[src/assert_macros.svh]
// Assertion macros used by the parser result queue
`ifndef ASSERT_MACROS_SVH
`define ASSERT_MACROS_SVH

// Check a condition at every clock edge outside reset
`define ASSERT_ALWAYS(label, expr, msg) \
  label: assert property (@(posedge clk) disable iff (rst) (expr)) else $error(msg);

// Check that a trigger implies a condition in the same cycle
`define ASSERT_IMPLIES(label, trig, expr, msg) \
  label: assert property (@(posedge clk) disable iff (rst) (trig) |-> (expr)) else $error(msg);

`endif

[src/bmp_pkg.sv]
// Types, constants and helpers for the BMP stream parser
`default_nettype none
package bmp_pkg;

  localparam int unsigned MAX_WIDTH   = 4096;
  localparam int unsigned MAX_HEIGHT  = 4096;
  localparam int unsigned MAX_PALETTE = 256;

  localparam int unsigned QDEPTH = 4;
  localparam int unsigned QAW    = $clog2(QDEPTH);

  localparam logic [2:0] KIND_HEADER  = 3'd0;
  localparam logic [2:0] KIND_PALETTE = 3'd1;
  localparam logic [2:0] KIND_PIXEL   = 3'd2;
  localparam logic [2:0] KIND_DONE    = 3'd3;
  localparam logic [2:0] KIND_ERROR   = 3'd4;

  localparam logic [2:0] ERR_NONE      = 3'd0;
  localparam logic [2:0] ERR_SIGNATURE = 3'd1;
  localparam logic [2:0] ERR_DIB_SIZE  = 3'd2;
  localparam logic [2:0] ERR_PLANES    = 3'd3;
  localparam logic [2:0] ERR_BPP       = 3'd4;
  localparam logic [2:0] ERR_RANGE     = 3'd5;
  localparam logic [2:0] ERR_OFFSET    = 3'd6;
  localparam logic [2:0] ERR_TRUNC     = 3'd7;

  typedef enum logic [1:0] {
    PH_HEADER   = 2'd0,
    PH_PALETTE  = 2'd1,
    PH_PIXELS   = 2'd2,
    PH_FINISHED = 2'd3
  } phase_t;

  typedef struct packed {
    logic [2:0]  kind;
    logic [11:0] row;
    logic [11:0] col;
    logic [31:0] value;
    logic [12:0] width;
    logic [12:0] height;
    logic [5:0]  bits_per_pixel;
    logic [2:0]  error_code;
    logic        run_end;
  } result_t;

  // Build one result beat with run_end clear
  function automatic result_t mk_res(input logic [2:0] kind, input logic [11:0] row,
                                     input logic [11:0] col, input logic [31:0] value,
                                     input logic [12:0] w, input logic [12:0] h,
                                     input logic [5:0] bpp, input logic [2:0] err);
    result_t r;
    r.kind = kind;
    r.row = row;
    r.col = col;
    r.value = value;
    r.width = w;
    r.height = h;
    r.bits_per_pixel = bpp;
    r.error_code = err;
    r.run_end = 1'b0;
    return r;
  endfunction

endpackage
`default_nettype wire

[src/bmp_stream_parser.sv]
// Top level of the streaming BMP parser
//
//  channel | direction | fields                                     | handshake
//  input   | in        | byte_value, last                           | in_valid / in_stall
//  output  | out       | kind,row,col,value,width,height,           | out_valid / out_stall
//          |           | bits_per_pixel,error_code,run_end          |
//
// One byte is taken per cycle while the input is not stalled; each byte yields zero, one or two result beats.
// The parser registers update in the cycle the byte is taken; its beats are written
// into a four-entry result queue and reach the output port from there.
// Input stalls while the queue has fewer than two free entries.
// Output beats drain one per cycle while out_stall is low; reset is synchronous and empties the queue.
`default_nettype none
module bmp_stream_parser (
  input  wire logic        clk,
  input  wire logic        rst,
  input  wire logic        in_valid,
  output logic             in_stall,
  input  wire logic [7:0]  byte_value,
  input  wire logic        last,
  output logic             out_valid,
  input  wire logic        out_stall,
  output logic [2:0]       kind,
  output logic [11:0]      row,
  output logic [11:0]      col,
  output logic [31:0]      value,
  output logic [12:0]      width,
  output logic [12:0]      height,
  output logic [5:0]       bits_per_pixel,
  output logic [2:0]       error_code,
  output logic             run_end
);
  import bmp_pkg::*;

  result_t res_a, res_b, head;
  logic    va, vb, room, take;

  assign in_stall = !room;
  assign take     = in_valid && room;

  bmp_front u_front (
    .clk(clk), .rst(rst), .take(take), .byte_value(byte_value), .last(last),
    .res_a(res_a), .res_b(res_b), .va(va), .vb(vb)
  );

  bmp_queue u_queue (
    .clk(clk), .rst(rst), .push_a(take && va), .push_b(take && vb),
    .din_a(res_a), .din_b(res_b), .room(room),
    .out_valid(out_valid), .out_stall(out_stall), .dout(head)
  );

  // Drive result fields from the queue head
  assign kind           = head.kind;
  assign row            = head.row;
  assign col            = head.col;
  assign value          = head.value;
  assign width          = head.width;
  assign height         = head.height;
  assign bits_per_pixel = head.bits_per_pixel;
  assign error_code     = head.error_code;
  assign run_end        = head.run_end;

endmodule
`default_nettype wire

[src/bmp_front.sv]
// Byte parser: classifies each file byte and produces up to two result beats
`default_nettype none
module bmp_front (
  input  wire logic           clk,
  input  wire logic           rst,
  input  wire logic           take,
  input  wire logic [7:0]     byte_value,
  input  wire logic           last,
  output bmp_pkg::result_t    res_a,
  output bmp_pkg::result_t    res_b,
  output logic                va,
  output logic                vb
);
  import bmp_pkg::*;

  logic [31:0] pos, pos_next;
  logic [31:0] acc, acc_next;
  logic [31:0] poff, poff_next;
  logic [12:0] iw, iw_next, ih, ih_next;
  logic [5:0]  dep, dep_next;
  logic [8:0]  pcnt, pcnt_next, pidx, pidx_next;
  logic [12:0] rowc, rowc_next, colc, colc_next;
  logic [1:0]  bii, bii_next, pad, pad_next;
  phase_t      phase, phase_next;

  logic        low_pos, field_a, field_b, stop;
  logic [5:0]  p6;
  logic [1:0]  sidx;
  logic [31:0] bx;
  logic [10:0] need;
  logic [2:0]  nb;
  logic [8:0]  cnt;
  logic [1:0]  low2;

  // Work out next state and result beats for one byte
  always_comb begin
    pos_next = pos; acc_next = acc; poff_next = poff;
    iw_next = iw; ih_next = ih; dep_next = dep;
    pcnt_next = pcnt; pidx_next = pidx; rowc_next = rowc; colc_next = colc;
    bii_next = bii; pad_next = pad; phase_next = phase;
    res_a = '0; res_b = '0; va = 1'b0; vb = 1'b0;
    stop = 1'b0;
    bx = {24'b0, byte_value};
    p6 = pos[5:0];
    low_pos = (pos[31:6] == 26'd0);
    field_a = low_pos && ((p6 >= 6'd10 && p6 <= 6'd25) || (p6 >= 6'd46 && p6 <= 6'd49));
    field_b = low_pos && p6 >= 6'd26 && p6 <= 6'd29;
    sidx = field_a ? (p6[1:0] + 2'd2) : {1'b0, p6[0]};
    need = 11'd54 + {pcnt, 2'b00};
    nb = dep[5:3];
    cnt = 9'd0;
    low2 = 2'd0;

    if (pos != 32'hFFFF_FFFF) pos_next = pos + 32'd1;

    case (phase)
      PH_HEADER: begin
        if (low_pos && p6 == 6'd0 && byte_value != 8'h42) begin
          res_a = mk_res(KIND_ERROR, '0, '0, '0, '0, '0, '0, ERR_SIGNATURE);
          va = 1'b1; phase_next = PH_FINISHED; stop = 1'b1;
        end else if (low_pos && p6 == 6'd1 && byte_value != 8'h4D) begin
          res_a = mk_res(KIND_ERROR, '0, '0, '0, '0, '0, '0, ERR_SIGNATURE);
          va = 1'b1; phase_next = PH_FINISHED; stop = 1'b1;
        end
        if (!stop) begin
          if (field_a || field_b) begin
            if (sidx == 2'd0) acc_next = bx;
            else acc_next = acc | (bx << {sidx, 3'b000});
          end
          if (low_pos) begin
            case (p6)
              6'd13: poff_next = acc_next;
              6'd17: begin
                if (acc_next != 32'd40) begin
                  res_a = mk_res(KIND_ERROR, '0, '0, '0, '0, '0, '0, ERR_DIB_SIZE);
                  va = 1'b1; phase_next = PH_FINISHED;
                end
              end
              6'd21: begin
                if (acc_next > MAX_WIDTH) begin
                  res_a = mk_res(KIND_ERROR, '0, '0, '0, '0, '0, '0, ERR_RANGE);
                  va = 1'b1; phase_next = PH_FINISHED;
                end else iw_next = acc_next[12:0];
              end
              6'd25: begin
                if (acc_next > MAX_HEIGHT) begin
                  res_a = mk_res(KIND_ERROR, '0, '0, '0, '0, '0, '0, ERR_RANGE);
                  va = 1'b1; phase_next = PH_FINISHED;
                end else ih_next = acc_next[12:0];
              end
              6'd27: begin
                if (acc_next != 32'd1) begin
                  res_a = mk_res(KIND_ERROR, '0, '0, '0, '0, '0, '0, ERR_PLANES);
                  va = 1'b1; phase_next = PH_FINISHED;
                end
              end
              6'd29: begin
                if (acc_next != 32'd8 && acc_next != 32'd16 &&
                    acc_next != 32'd24 && acc_next != 32'd32) begin
                  res_a = mk_res(KIND_ERROR, '0, '0, '0, '0, '0, '0, ERR_BPP);
                  va = 1'b1; phase_next = PH_FINISHED;
                end else dep_next = acc_next[5:0];
              end
              6'd49: begin
                if (dep == 6'd8) begin
                  if (acc_next > MAX_PALETTE) begin
                    res_a = mk_res(KIND_ERROR, '0, '0, '0, '0, '0, '0, ERR_RANGE);
                    va = 1'b1; phase_next = PH_FINISHED;
                  end else begin
                    cnt = (acc_next == 32'd0) ? 9'd256 : acc_next[8:0];
                    pcnt_next = cnt;
                  end
                end else pcnt_next = 9'd0;
              end
              6'd53: begin
                if (poff < {21'b0, need}) begin
                  res_a = mk_res(KIND_ERROR, '0, '0, '0, '0, '0, '0, ERR_OFFSET);
                  va = 1'b1; phase_next = PH_FINISHED;
                end else begin
                  res_a = mk_res(KIND_HEADER, '0, '0, '0, iw, ih, dep, ERR_NONE);
                  va = 1'b1;
                  acc_next = '0; bii_next = '0;
                  if (dep == 6'd8) begin
                    phase_next = PH_PALETTE; pidx_next = '0;
                  end else begin
                    rowc_next = '0; colc_next = '0; pad_next = '0;
                    if (iw == 13'd0 || ih == 13'd0) begin
                      res_b = mk_res(KIND_DONE, '0, '0, '0, '0, '0, '0, ERR_NONE);
                      vb = 1'b1; phase_next = PH_FINISHED;
                    end else phase_next = PH_PIXELS;
                  end
                end
              end
              default: ;
            endcase
          end
        end
      end

      PH_PALETTE: begin
        if (bii == 2'd0) acc_next = bx;
        else acc_next = acc | (bx << {bii, 3'b000});
        if (bii == 2'd3) begin
          res_a = mk_res(KIND_PALETTE, '0, {3'b0, pidx}, acc_next, '0, '0, '0, ERR_NONE);
          va = 1'b1;
          bii_next = '0;
          pidx_next = pidx + 9'd1;
          if (pidx_next >= pcnt) begin
            rowc_next = '0; colc_next = '0; pad_next = '0; acc_next = '0;
            if (iw == 13'd0 || ih == 13'd0) begin
              res_b = mk_res(KIND_DONE, '0, '0, '0, '0, '0, '0, ERR_NONE);
              vb = 1'b1; phase_next = PH_FINISHED;
            end else phase_next = PH_PIXELS;
          end
        end else bii_next = bii + 2'd1;
      end

      PH_PIXELS: begin
        if (pos < poff) begin
          // skip gap before the pixel array
        end else if (pad != 2'd0) begin
          pad_next = pad - 2'd1;
        end else begin
          if (bii == 2'd0) acc_next = bx;
          else acc_next = acc | (bx << {bii, 3'b000});
          if ({1'b0, bii} + 3'd1 >= nb) begin
            res_a = mk_res(KIND_PIXEL, rowc[11:0], colc[11:0], acc_next,
                           '0, '0, '0, ERR_NONE);
            va = 1'b1;
            bii_next = '0; acc_next = '0;
            colc_next = colc + 13'd1;
            if (colc_next >= iw) begin
              colc_next = '0;
              rowc_next = rowc + 13'd1;
              if (rowc_next >= ih) begin
                res_b = mk_res(KIND_DONE, '0, '0, '0, '0, '0, '0, ERR_NONE);
                vb = 1'b1; phase_next = PH_FINISHED;
              end else begin
                low2 = nb[1:0] * iw[1:0];
                pad_next = 2'd0 - low2;
              end
            end
          end else bii_next = bii + 2'd1;
        end
      end

      default: ;
    endcase

    // Close the file on the last mark
    if (last) begin
      if (phase_next != PH_FINISHED) begin
        if (!va) begin
          res_a = mk_res(KIND_ERROR, '0, '0, '0, '0, '0, '0, ERR_TRUNC); va = 1'b1;
        end else begin
          res_b = mk_res(KIND_ERROR, '0, '0, '0, '0, '0, '0, ERR_TRUNC); vb = 1'b1;
        end
      end
      pos_next = '0; acc_next = '0; poff_next = '0; iw_next = '0; ih_next = '0;
      dep_next = '0; pcnt_next = '0; pidx_next = '0; rowc_next = '0; colc_next = '0;
      bii_next = '0; pad_next = '0; phase_next = PH_HEADER;
    end

    // Mark the final beat of this byte
    if (vb) res_b.run_end = 1'b1;
    else if (va) res_a.run_end = 1'b1;
  end

  // Advance parser state on each accepted byte
  always_ff @(posedge clk) begin
    if (rst) begin
      pos <= '0; acc <= '0; poff <= '0; iw <= '0; ih <= '0; dep <= '0;
      pcnt <= '0; pidx <= '0; rowc <= '0; colc <= '0; bii <= '0; pad <= '0;
      phase <= PH_HEADER;
    end else if (take) begin
      pos <= pos_next; acc <= acc_next; poff <= poff_next; iw <= iw_next;
      ih <= ih_next; dep <= dep_next; pcnt <= pcnt_next; pidx <= pidx_next;
      rowc <= rowc_next; colc <= colc_next; bii <= bii_next; pad <= pad_next;
      phase <= phase_next;
    end
  end

endmodule
`default_nettype wire

[src/bmp_queue.sv]
// Result queue: two writes and one read per cycle between parser and output
`default_nettype none
`include "assert_macros.svh"
module bmp_queue (
  input  wire logic              clk,
  input  wire logic              rst,
  input  wire logic              push_a,
  input  wire logic              push_b,
  input  bmp_pkg::result_t       din_a,
  input  bmp_pkg::result_t       din_b,
  output logic                   room,
  output logic                   out_valid,
  input  wire logic              out_stall,
  output bmp_pkg::result_t       dout
);
  import bmp_pkg::*;

  result_t        mem [QDEPTH];
  logic [QAW-1:0] wr, rd;
  logic [QAW:0]   count, count_next;
  logic           pop;
  logic [QAW-1:0] wr_b;

  assign pop       = out_valid && !out_stall;
  assign out_valid = (count != '0);
  assign room      = (count <= (QAW+1)'(QDEPTH - 2));
  assign dout      = mem[rd];
  assign wr_b      = push_a ? wr + QAW'(1) : wr;

  always_comb begin
    count_next = count + (QAW+1)'(push_a) + (QAW+1)'(push_b) - (QAW+1)'(pop);
  end

  // Store beats in order
  always_ff @(posedge clk) begin
    if (push_a) mem[wr] <= din_a;
    if (push_b) mem[wr_b] <= din_b;
  end

  // Advance pointers and count
  always_ff @(posedge clk) begin
    if (rst) begin
      wr <= '0; rd <= '0; count <= '0;
    end else begin
      wr <= wr + QAW'(push_a) + QAW'(push_b);
      if (pop) rd <= rd + QAW'(1);
      count <= count_next;
    end
  end

  `ASSERT_ALWAYS(a_count_max, count <= (QAW+1)'(QDEPTH), "queue overflow")
  `ASSERT_IMPLIES(a_push_room, push_a || push_b, room, "push without room")
  `ASSERT_IMPLIES(a_b_needs_a, push_b, push_a, "second beat without first")

endmodule
`default_nettype wire

[config.mk]
export PLATFORM = sky130hd
export DESIGN_NAME = bmp_stream_parser
export DESIGN_NICKNAME = d
export VERILOG_FILES = /design/src/bmp_pkg.sv /design/src/bmp_stream_parser.sv /design/src/bmp_front.sv /design/src/bmp_queue.sv
export VERILOG_INCLUDE_DIRS = /design/src /design/src/src
export SDC_FILE = /design/constraint.sdc
export NUM_CORES = 2
export LEC_CHECK = 0
export ABC_CLOCK_PERIOD_IN_PS = 8560
export BUFFER_PORTS_ARGS = -buffer_cell sky130_fd_sc_hd__buf_2
export CAP_MARGIN = 0
export CORE_UTILIZATION = 35
export CTS_BUF_LIST = sky130_fd_sc_hd__clkbuf_2
export CTS_CLUSTER_DIAMETER = 60
export DETAILED_ROUTE_END_ITERATION = 10
export HOLD_SLACK_MARGIN = 0.12
export PLACE_DENSITY = 0.64
export SETUP_SLACK_MARGIN = 0.2
export SYNTH_ARGS = -nofsm -noshare
export SYNTH_HDL_FRONTEND = slang
export SYNTH_HIERARCHICAL = 1
export SYNTH_SLANG_ARGS = --single-unit
[constraint.sdc]
create_clock -name clk -period 8.56 [get_ports clk]
set_clock_uncertainty 0.2 [all_clocks]
set_input_delay 1.284 -clock clk [delete_from_list [all_inputs] [get_ports clk]]
set_output_delay 1.284 -clock clk [all_outputs]
set_load 0.02 [all_outputs]
After elaboration in Yosys (flattened, before gate mapping)
Memory sizes are Yosys's and may differ from the RTL's. A register that Yosys moved wholly into a read port is not among the register bits.
Index checks and enable logic that the tools add are counted.
W data, S select, Z words.
{"block": "word_totals", "ram_bits": 380, "word_cells": 356, "out_inout_bits": 97, "mem_count": 1, "ff_bits": 185}
{"memory": "u_queue.mem", "depth": 4, "word_bits": 95, "read_ports": 1, "rd_clocked_by_memory_dff": 1, "write_ports": 2, "line_no": "bmp_queue.sv:18", "text": "result_t mem [QDEPTH];"}
{"block": "op_classes", "n_addsub": 17, "n_reduce_logical": 54, "n_mux": 206, "shifts": 2, "n_bitwise": 2, "mul": 1, "eq_ne": 42, "magnitude_cmp": 15}
{"operator": "$mux W95", "count": 29}
{"operator": "$mux W32", "count": 22}
{"operator": "$pmux W95 S3", "count": 2}
{"operator": "$pmux W95 S6", "count": 1}
{"operator": "$mux W94", "count": 4}
{"operator": "$mux W13", "count": 28}
{"operator": "$mux W9", "count": 15}
{"operator": "$pmux W32 S3", "count": 1}
{"operator": "$mux W93", "count": 1}
{"operator": "$mux W2", "count": 46}
{"operator": "$pmux W13 S3", "count": 2}
{"operator": "$ne A32 B5 Y1 const B", "count": 2}
{"operator": "$ne A32 B6 Y1 const B", "count": 2}
{"operator": "$or A32 B32 Y32", "count": 2}
{"operator": "$shl A8 B5 Y32", "count": 2}
{"operator": "$mux W1", "count": 41}
{"operator": "$mux W6", "count": 6}
{"operator": "$add A32 B1 Y32 const B", "count": 1}
{"operator": "$gt A32 B13 Y1 const B", "count": 1}
{"operator": "$gt A32 B9 Y1 const B", "count": 1}
{"operator": "$logic_not A32 Y1", "count": 1}
{"operator": "$lt A32 B11 Y1", "count": 1}
{"operator": "$lt A32 B32 Y1", "count": 1}
{"operator": "$ne A32 B1 Y1 const B", "count": 1}
{"operator": "57 further kinds", "count": 126}

Longest topological paths before layout
{"block": "depth", "ltp_word": 27, "ltp_mapped": 28, "mapped_depth_nobuf": 27}

Cells and area by module
Netlist, hierarchy kept.
{"mod": "bmp_queue", "instances": 1, "cells_each": 984, "area_each_um2": 18824.3}
{"mod": "bmp_front", "instances": 1, "cells_each": 1812, "area_each_um2": 13355.3}
{"mod": "bmp_stream_parser", "instances": 1, "cells_each": 4, "area_each_um2": 23.8}

Worst setup path before layout
OpenSTA, ideal clock, no wires.
{"block": "synth_timing", "path_type": "register to register", "startpoint": "reg u_front.colc[0]", "endpoint": "mem u_queue/mem[2][0] (netlist bit), enable pin", "setup_slack_ns": 0.498, "stages_incl_launch_ff": 27, "path_buffers": 3, "setup_ns": 0.452, "t_arrival_ns": 7.410, "path_cell_list": "dfxtp_1 ha_1 and3_1 and3_1 and3_1 clkbuf_1 and3_1 xor2_1 ha_1 a211oi_1 nand2_1 or4_1 a21oi_1 or3_1 or2_2 nor4_1 o22a_1 nor4bb_1 a41oi_1 a211oi_1 or2_1 and3_1 inv_2 o32ai_2 buf_4 buf_6 a21o_1"}
{"element": "start: declaration", "line_no": "bmp_front.sv:22", "text": "logic [12:0] rowc, rowc_next, colc, colc_next;"}
{"element": "start signal: assignment", "line_no": "bmp_front.sv:218", "text": "rowc <= rowc_next; colc <= colc_next; bii <= bii_next; pad <= pad_next;"}
{"element": "end: declaration", "line_no": "bmp_queue.sv:18"}

==> results by group <==
STA
  – Final Critical Period: approximately 7.6 ns
  – RSZ-0062 raised after global routing: false
  – Final setup fails: 0
  – Period utilization: 0.8830
  – Final hold violation count: 0
  – Final Max Tran Viols: 0
  – Worst slew pin tran: approximately 1.2 ns
  – Slew headroom: 0.1916
  – Setup tns final: 0 ns
  – Max Clk Rate: approximately 130 MHz

Routing
  – Final routed DRC violation total: 0
  – Drt via density: 5.327
  – Initial DRC count: about 1700
  – Pre-antenna DRT Iters: 6
  – Number of nets with antenna violations after routing: 0
  – Vias: 22352
  – WL final: approximately 84000 um
  – Wire length per cell: between 20 and 25 um

Synth
  – Cell area after synthesis: 32200 um^2
  – EDFF count, synth: 380
  – Synth Flop Type: edfxtp_1
  – Count of different cell masters after synthesis: 85
  – Top cells by area, synth: edfxtp_1 35%, dfxtp_1 12%, mux2_2 9.3%
  – Yosys warns: 6
  – Mapped Cells: 2800
  – Avg Inst Size Synth: about 12 um^2
  – Register bit count reported by yosys: 567
  – Async S/R FF share, synth: 0
  – Cell taking the most area after synthesis: edfxtp_1
  – Seq/Total Area, Yosys: 0.4706
  – Synth top area share: 0.3543

Critical path
  – Setup crit end kind: flop
  – CP required: ~9.4 ns
  – Crit path launch type: flop
  – Critical path type: reg2reg
  – Arr. time, crit path: 8.40 ns
  – CP max FO: between 90 and 100
  – Reg2Reg Setup Slack: about 1.0 ns

Clock tree
  – Clock tree sinks: approximately 570
  – Post-CTS Hold Fix Bufs: 1
  – Post-CTS Resized: 0
  – CTS Buf Count: ~140
  – Skew-Pair Late Insertion Delay: around 1.3 ns
  – Clock Pin Slew Worst Setup and Hold Paths: around 0.11 ns
  – Post-CTS Setup Inserts: 0
  – CTS tree: done
  – Root Buffer: clkbuf_2
  – CTS H-tree depth: 4
  – Clock Tree Buf Depth: 3

Cells and area
  – Count of nets after finishing: between 3000 and 4000
  – Area Overhead vs Synth: 8.381%
  – Fillers: 8808
  – Share of cells above drive strength 1: 0.2557
  – Area taken by multi-input logic gates: between 15000 and 20000 um^2
  – Fin util: 0.3854
  – Sequential cell area: roughly 15000 um^2

Hold path
  – Worst min path class: reg2reg

Die
  – Total Die Area: about 93000 um^2
  – Die Ht: ~310 um
  – # IOs: 110
  – Die X: between 300 and 400 um
  – Initial Utilization: 0.3556
  – Core area: roughly 91000 um^2
  – # rows: between 100 and 150

GRT
  – Initial antenna violation count: 5
  – Vias in the first global route: roughly 22000
  – First-pass GRT wire length: between 100000 and 150000 um
  – GRT Total Usage: 0.1798
  – Grt ovf: 0
  – Pin count of the biggest net entering global routing: 96

Power and ir drop
  – LEAKAGE: 13.29 nW
  – Pwr Density: roughly 220 nW/um^2
  – Max VDD drop: between 0.1 and 0.15 mV
  – Pwr Total: 7.720 mW

Job
  – Max cap viols: 0

Status
  – Status: finished clean

Placed design
  – Port-buffer cells: 109
  – HPWL after DPL: around 56000 um
  – GPL Wtd Cong: 0.9409
cell usage after synthesis, types with 18 or more instances:
library cell and count:
nor4_1 34, a21oi_1 188, mux2_2 265, buf_4 105, a21o_1 18, xor2_1 46
o22ai_1 18, buf_2 36, inv_1 97, nor3_1 75, nor3b_1 18, mux2i_1 38
nand2_1 133, and3_1 25, nor2b_1 30, and2_1 28, a22oi_1 33, o21ai_0 62
nand4_1 30, xnor2_1 22, ha_1 99, edfxtp_1 380, dfxtp_1 187, clkbuf_1 106
nor2_1 260, nand3_1 36, mux2_1 117, mux4_2 95
placed cells by master, fill, tap and decap left out, types with 8 or more instances in the layout:
cell type / instances
edfxtp_1: 380
mux2_2: 265
nor2_1: 259
clkbuf_2: 205
a21oi_1: 188
dfxtp_1: 185
nand2_1: 131
mux2_1: 117
buf_2: 108
ha_1: 99
inv_1: 97
mux4_2: 95
conb_1: 88
nor3_1: 75
o21ai_0: 62
xor2_1: 46
mux2i_1: 38
nand3_1: 36
nor4_1: 34
a22oi_1: 33
nor2b_1: 30
nand4_1: 30
and2_1: 28
and3_1: 25
buf_4: 23
xnor2_1: 22
clkinv_1: 20
nor3b_1: 18
o22ai_1: 18
a211oi_1: 17
a21o_1: 16
or2_2: 15
nand3b_1: 15
nand2b_1: 14
or3_1: 11
o32ai_1: 11
buf_12: 11
a31oi_1: 10
a22o_1: 10
and4_1: 8
stage by stage:
step / hold slack [ns] / instance area (um^2) / cells / setup slack (ns)
2_1_floorplan: 0.2318 / 32530 / 2887 / 0.4982
3_3_place_gp: 0.2607 / 33510 / 3946 / 1.301
3_5_place_dp: 0.2599 / 33510 / 3946 / 1.111
4_1_cts: 0.1715 / 34890 / 4191 / 1.079
5_1_grt: 0.1997 / 34900 / 4196 / 0.5805
6_report: 0.2721 / 34900 / 4196 / 1.002
logic make-up after synthesis:
family / after synthesis / share of synthesized area
AND/OR/NAND/NOR: 758 / 0.1167
buffers and inverters: 358 / 0.05770
multiplexers: 515 / 0.2118
adder cells (fa/ha/maj): 102 / 0.04033
other: 1 / 0.0001164
flip-flops: 567 / 0.4706
AO/OA/AOI/OAI: 431 / 0.08427
XOR/XNOR: 68 / 0.01849
sequential cells by signal, summed over array words and instances (netlist names), 6 cells and up, named ones only:
| name | flops |
|---|---|
| u_front/pcnt | 9 |
| u_front/pidx | 9 |
| u_front/ih | 13 |
| u_front/poff | 32 |
| u_front/pos | 32 |
| u_front/rowc | 13 |
| u_front/acc | 32 |
| u_front/iw | 13 |
| u_queue/mem | 380 |
| u_front/dep | 6 |
| u_front/colc | 13 |
power breakdown:
part | leakage (nW) | total (mW) | internal [mW] | switching (mW)
clock | 1.01 | 1.95 | 0.825 | 1.13
combinational | 7.03 | 2.27 | 0.835 | 1.43
sequential | 5.25 | 3.50 | 3.37 | 0.126
total | 13.3 | 7.72 | 5.03 | 2.69
layer usage:
metal,GRT usage,up-vias,wire [um]
met5,0,-,13
met4,0.05516,2,1671
met3,0.03681,107,4416
met2,0.2985,657,40600
met1,0.2348,10976,37450
li1,-,10610,-
worst paths after layout:
kind	end	startpoint	depth (start not counted)
worst max register to register	u_queue/mem[3][25]	u_front/pos[0]	19
worst min register to register	u_front/rowc[12]	u_front/rowc[12]	2
worst max-delay path	u_queue/mem[3][25]	u_front/pos[0]	19
worst min-delay path	u_front/rowc[12]	u_front/rowc[12]	2
critical path, cell delays in order (launching register included):
cell	delay, ns
dfxtp_1	0.80
inv_1	0.32
ha_1	0.27
or3_1	0.30
a21oi_1	0.22
or3_1	0.24
nand2b_1	0.20
a21oi_1	0.79
a21oi_1	0.24
o31ai_1	0.40
a211oi_2	0.17
o41a_1	0.51
a211oi_1	0.22
buf_4	0.24
or2_1	0.21
and3_1	0.38
nand2_1	0.21
o32ai_4	0.32
buf_12	0.52
mux2_2	0.41
layout make-up:
class | count | share of cell area
Tap cell | 1176 | 0.04216
Multi-Input combinational cell | 1962 | 0.4463
Inverter | 99 | 0.01065
Clock buffer | 205 | 0.02940
Antenna cell | 5 | 0.0003585
Sequential cell | 567 | 0.4344
Clock inverter | 39 | 0.009715
Timing Repair Buffer | 143 | 0.02703
No activity file was read; power rests on OpenSTA's default activity.
